$ cat src/hw/rtl/ihs_pkg.sv
// Shared types and constants for the inflight key hash set.
// Used by ihs_hash, ihs_ctrl, ihs_datapath and the top level.
package ihs_pkg;

    // CAPACITY must be a power of two (8 to 4096)
    localparam int CAPACITY = 64;
    localparam int SLOT_W   = $clog2(CAPACITY);
    localparam int COUNT_W  = SLOT_W + 1;
    localparam int KEY_W    = 63;
    localparam int MIX_W    = 64;
    localparam int HALF_W   = MIX_W / 2;
    localparam int FILL_W   = 7;
    localparam int OP_W     = 2;
    localparam int OUT_W    = 16;

    localparam int MIX_SHIFT = 33;
    localparam logic [MIX_W-1:0] MIX_C1 = 64'hFF51AFD7ED558CCD;
    localparam logic [MIX_W-1:0] MIX_C2 = 64'hC4CEB9FE1A85EC53;

    localparam logic [FILL_W-1:0] MAX_FILL_RST = 7'd48;

    localparam logic [OP_W-1:0] OP_LOOKUP = 2'd0;
    localparam logic [OP_W-1:0] OP_INSERT = 2'd1;
    localparam logic [OP_W-1:0] OP_DELETE = 2'd2;

    typedef struct packed {
        logic load_req;     // capture request, clear result flags
        logic hash_req;     // start hash on incoming key
        logic hash_move;    // start hash on key just read from the table
        logic idx_home;     // idx <= hashed home slot, probe count cleared
        logic idx_step;     // advance idx and probe count
        logic rd_idx;       // read table at idx
        logic wr_req;       // store request key at idx
        logic wr_move;      // store moved key at idx
        logic hole_start;   // free slot idx, start run scan after it
        logic rd_j;         // read and free slot j
        logic j_step;       // advance run scan
        logic cnt_inc;
        logic cnt_dec;
        logic set_present;
        logic set_changed;
        logic set_full;
        logic out_load;
    } ihs_cmd_t;

    typedef struct packed {
        logic            hash_done;
        logic            idx_valid;
        logic            probe_end;
        logic            key_match;
        logic            j_valid;
        logic            j_end;
        logic            present;
        logic            cnt_full;
        logic            out_free;
        logic [OP_W-1:0] op;
    } ihs_sts_t;

endpackage

$ cat src/hw/rtl/ihs_ctrl.sv
// Controller FSM: hash, probe, insert, delete with run re-insertion, result hand-off.
// Issues ihs_cmd_t to ihs_datapath and reads ihs_sts_t back; needs ihs_pkg.
module ihs_ctrl
    import ihs_pkg::*;
(
    input  logic     clk,
    input  logic     rst_n,
    input  logic     s_tvalid,
    output logic     s_tready,
    input  ihs_sts_t sts,
    output ihs_cmd_t cmd
);

    typedef enum logic [9:0] {
        ST_IDLE     = 10'b00_0000_0001,
        ST_HASH     = 10'b00_0000_0010,
        ST_PROBE    = 10'b00_0000_0100,
        ST_CMP      = 10'b00_0000_1000,
        ST_ACT      = 10'b00_0001_0000,
        ST_DEL_CHK  = 10'b00_0010_0000,
        ST_DEL_RD   = 10'b00_0100_0000,
        ST_DEL_HASH = 10'b00_1000_0000,
        ST_PLACE    = 10'b01_0000_0000,
        ST_FINISH   = 10'b10_0000_0000
    } state_t;

    state_t state_reg;
    state_t state_next;

    assign s_tready = (state_reg == ST_IDLE);

    always_comb
    begin
        state_next = state_reg;
        cmd        = '0;
        unique case (state_reg)
            ST_IDLE:
            begin
                if (s_tvalid)
                begin
                    cmd.load_req = 1'b1;
                    cmd.hash_req = 1'b1;
                    state_next   = ST_HASH;
                end
            end
            ST_HASH:
            begin
                if (sts.hash_done)
                begin
                    cmd.idx_home = 1'b1;
                    state_next   = ST_PROBE;
                end
            end
            ST_PROBE:
            begin
                if (sts.probe_end || !sts.idx_valid)
                    state_next = ST_ACT;
                else
                begin
                    cmd.rd_idx = 1'b1;
                    state_next = ST_CMP;
                end
            end
            ST_CMP:
            begin
                if (sts.key_match)
                begin
                    cmd.set_present = 1'b1;
                    state_next      = ST_ACT;
                end
                else
                begin
                    cmd.idx_step = 1'b1;
                    state_next   = ST_PROBE;
                end
            end
            ST_ACT:
            begin
                state_next = ST_FINISH;
                if (sts.op == OP_INSERT && !sts.present)
                begin
                    if (sts.cnt_full)
                        cmd.set_full = 1'b1;
                    else
                    begin
                        cmd.wr_req      = 1'b1;
                        cmd.cnt_inc     = 1'b1;
                        cmd.set_changed = 1'b1;
                    end
                end
                else if (sts.op == OP_DELETE && sts.present)
                begin
                    cmd.hole_start  = 1'b1;
                    cmd.cnt_dec     = 1'b1;
                    cmd.set_changed = 1'b1;
                    state_next      = ST_DEL_CHK;
                end
            end
            ST_DEL_CHK:
            begin
                if (sts.j_end || !sts.j_valid)
                    state_next = ST_FINISH;
                else
                begin
                    cmd.rd_j   = 1'b1;
                    state_next = ST_DEL_RD;
                end
            end
            ST_DEL_RD:
            begin
                cmd.hash_move = 1'b1;
                state_next    = ST_DEL_HASH;
            end
            ST_DEL_HASH:
            begin
                if (sts.hash_done)
                begin
                    cmd.idx_home = 1'b1;
                    state_next   = ST_PLACE;
                end
            end
            ST_PLACE:
            begin
                if (!sts.idx_valid)
                begin
                    cmd.wr_move = 1'b1;
                    cmd.j_step  = 1'b1;
                    state_next  = ST_DEL_CHK;
                end
                else
                    cmd.idx_step = 1'b1;
            end
            ST_FINISH:
            begin
                if (sts.out_free)
                begin
                    cmd.out_load = 1'b1;
                    state_next   = ST_IDLE;
                end
            end
            default:
                state_next = ST_IDLE;
        endcase
    end

    always_ff @(posedge clk or negedge rst_n)
    begin
        if (!rst_n)
            state_reg <= ST_IDLE;
        else
            state_reg <= state_next;
    end

`ifndef SYNTHESIS
    a_move_after_read: assert property (@(posedge clk) disable iff (!rst_n)
        cmd.hash_move |-> $past(cmd.rd_j))
        else $error("moved key hashed without a table read");

    a_cmp_after_read: assert property (@(posedge clk) disable iff (!rst_n)
        (state_reg == ST_CMP) |-> $past(cmd.rd_idx))
        else $error("compare without a preceding probe read");

    a_accept_idle: assert property (@(posedge clk) disable iff (!rst_n)
        cmd.load_req |=> (state_reg == ST_HASH))
        else $error("accepted item did not start hashing");
`endif

endmodule

$ cat config.mk
export PLATFORM = sky130hd
export DESIGN_NAME = ihs_ctrl
export DESIGN_NICKNAME = d
export VERILOG_FILES = /design/src/hw/rtl/ihs_pkg.sv /design/src/hw/rtl/ihs_ctrl.sv
export SDC_FILE = /design/constraint.sdc
export NUM_CORES = 1
export LEC_CHECK = 0
export ABC_AREA = 1
export BUFFER_PORTS_ARGS = -buffer_cell sky130_fd_sc_hd__buf_2
export CELL_PAD_IN_SITES_DETAIL_PLACEMENT = 1
export CELL_PAD_IN_SITES_GLOBAL_PLACEMENT = 1
export CORE_ASPECT_RATIO = 1.4
export CORE_MARGIN = 4
export CORE_UTILIZATION = 34
export CTS_BUF_LIST = sky130_fd_sc_hd__clkbuf_8
export CTS_CLUSTER_DIAMETER = 120
export DETAILED_ROUTE_END_ITERATION = 12
export PLACE_DENSITY_LB_ADDON = 0.08
export SLEW_MARGIN = 15
export SYNTH_ARGS = -nofsm -noshare
export SYNTH_HDL_FRONTEND = slang
export SYNTH_SLANG_ARGS = --single-unit
$ cat constraint.sdc
create_clock -name clk -period 1.6 [get_ports clk]
set_input_delay 0.08 -clock clk [delete_from_list [all_inputs] [get_ports clk]]
set_output_delay 0.08 -clock clk [all_outputs]
set_load 0.005 [all_outputs]
==> summary.txt <==
Finish
  • N_diodes: 0
  • Share of layout cells above drive strength 1: 45.20%
  • Filler Cell Count: 380
  • Area Overhead vs Synth: 35.98%
  • Design area: around 1200 µm²
  • Most common cell after layout, fill and taps aside: buf_2
  • Multi-input combinational cell area: roughly 600 µm²
  • Register area: between 200 and 300 µm²
  • Final net count: 192
  • Commonest cells after routing, fill and taps aside: buf_2 (31), nand2_1 (25), inv_1 (23)
  • Max FFs per register: 10

STA
  • Setup violations, final: 0
  • Measured slew at the worst slew-check pin: 280.2 ps
  • Unrepaired setup endpoints after global routing: true
  • Total negative slack: 0 ps
  • Relative slew margins: 81.18%
  • Tmin final: ~1600 ps
  • Final period util: 97.97%
  • Hold Fails Final Rpt: 0
  • Fmax: 0.6380 GHz
  • PnR worst setup slack: 32.50 ps
  • Clk_skew: 2.674 ps
  • Final Slew Violations: 0

Setup path
  • CP Launch Point: state_reg[2]$_DFFE_PN0P_
  • Critical path, cell by cell: nor2_4 > nand2_4 > inv_4 > nand3_2 > nand2_1 > inv_1 > nor2_1 > buf_2
  • Crit-path slowest cell: dfrtp_2
  • Worst Path Arrival: 1490 ps
  • Critical path type: register to output port
  • RR Startpoint: state_reg[6]$_DFFE_PN0P_
  • Crit path capture type: output port
  • Cell family with most CP delay: simple AND/OR/NAND/NOR gates
  • Max FO, Critical Path: 5
  • Startpoint types: register
  • Critical Path RT: 1520 ps
  • Worst stage delay on the critical path: 440 ps
  • Buf+Inv Stages, Crit Path: 3

Synthesis
  • Synth top area cells: dfrtp_1 (25%), nand2_1 (11%), inv_1 (9.8%)
  • Yosys top cell by area: dfrtp_1
  • Mapped cell area: 914.6 µm²
  • Sequential area share after synthesis: 27.50%
  • Synthesized Nets: 155
  • Synth Register Bits: 10
  • Yosys top cell area share: approximately a quarter
  • Mapped Cells: 141
  • Distinct cells, synth: 22
  • Syn Area/Cell: around 6.5 µm²
  • YS warnings: 0

GRT
  • M2 GR Usage: 31.47%
  • GR peak layer: met2
  • Grt total ovfl: 0
  • GRT Util Overall: about 18%
  • Antenna violations before repair: 0
  • Largest net degree at the start of global routing: 11
  • Met1 GRT Util: 18.97%
  • First-pass GRT wire length: 4795 µm
  • Vias in the first global route: 1059
  • M3 GR Usage: 3.011%

Place
  • Worst slack, placed: approximately 88 ps
  • Placer Congestion: 0.8519
  • Final HPWL DP: 2492 µm
  • Placement Cell Area: ~1100 µm²
  • # port buffers: 31

Route
  • Final WL: 3061 µm
  • Initial DRT Pass Iterations: 4
  • DR DRC count: 0
  • Drt initial violations: 15
  • Wire per inst: 14.37 µm
  • Routed Antenna Nets: 0
  • DR vias/cell: 4.718
  • Via count: 1005

Floorplan
  • IO Count: 32
  • Chip Height: 69.37 µm
  • Die area: 3596 µm²
  • Core Area: about 2600 µm²
  • Starting Density: between 30% and 40%
  • Num rows: 22
  • Chip width: 51.84 µm

CTS
  • Sink Count: 10
  • CTS tree: done
  • Skew-Pair Late Insertion Delay: roughly 240 ps
  • Clk slew on worst S/H paths: 50 ps
  • TritonCTS buffer count: 3
  • CTS H-tree lvls: 1
  • CTS Buffer Depth: 2
  • Root Buffer: clkbuf_8

Power
  • Peak supply drop: 516.5 µV
  • Cell Pwr Density: roughly 1100 nW/µm²
  • Leak: slightly above 0.7 nW

Min path
  • Worst Min Path Start: sts[8]
  • Hold/Removal Path Class: input pin to register

Status
  • Status: completed

Run
  • Max-cap violations: 0
[what timing repair did]
item                                    CTS  global route
setup buffers                             0             3
endpoints found under the setup margin    3            10
pin swaps                                 0             6
hold endpoints to repair                 10             0
gates resized for setup                   3            19
hold buffers                              1             0
[power by group]
group	total (mW)	internal (mW)	leakage (nW)	switching, mW
sequential	0.348	0.301	0.131	0.0472
clock	0.270	0.168	0.0269	0.102
combinational	0.714	0.273	0.561	0.441
total	1.33	0.742	0.720	0.590
[synthesized netlist by cell type]
master and n:
a21oi_2 1, a21oi_4 1, buf_4 4, dfrtp_1 9, dfstp_2 1, inv_1 24
inv_2 5, nand2_1 28, nand2_2 2, nand2_4 3, nand3_1 12, nand3_2 2
nand3b_2 1, nand4_1 1, nor2_1 20, nor2_2 8, nor2_4 4, nor3_1 10
o21ai_0 1, o21ai_1 2, o221ai_1 1, o22ai_1 1
[stage by stage]
stage | cells | power (mW) | utilization [%] | hold slack [ps]
floorplan | 141 | 0.8243 | - | -215.6
detailed placement | 205 | 0.9839 | 42.21 | -34.52
global placement | 205 | 0.9726 | 42.21 | -31.88
global route | 213 | 1.440 | 48.07 | 40.01
CTS | 210 | 1.263 | 44.83 | 29.25
finish | 213 | 1.332 | 48.07 | 29.77
[routing by layer]
metal	wire, µm	vias to the layer above
met2	1678	27
met5	0	-
met3	107	6
met4	87	0
met1	1188	466
li1	-	506
[final timing paths]
| kind | endpoint | slack [ps] | depth (start not counted) |
|---|---|---|---|
| min in group asynchronous | state_reg[1]$_DFFE_PN0P_ | 240 | 2 |
| hold reg to reg | state_reg[1]$_DFFE_PN0P_ | 620 | 2 |
| setup / recovery | cmd[13] | 30 | 8 |
| hold / removal | state_reg[3]$_DFFE_PN0P_ | 30 | 2 |
| setup reg to reg | state_reg[7]$_DFFE_PN0P_ | 60 | 8 |
| max in group asynchronous | state_reg[0]$_DFFE_PN1P_ | 1090 | 2 |
[cell families after synthesis]
logic type / Yosys count / share of synthesized area, %
compound gates: 7 / 6.020
flops: 10 / 27.50
buf+inv: 33 / 15.19
simple gates: 91 / 51.30
[area by class of cell]
type	instances	area share (%)
inverter	29	9.155
multi-input combinational	98	47.48
timing repair buffer	36	15.69
tap	36	3.622
sequential	10	20.42
clock buffer	3	3.320
clock inverter	1	0.3018
Note: power is estimated with default switching activity, not from simulation.
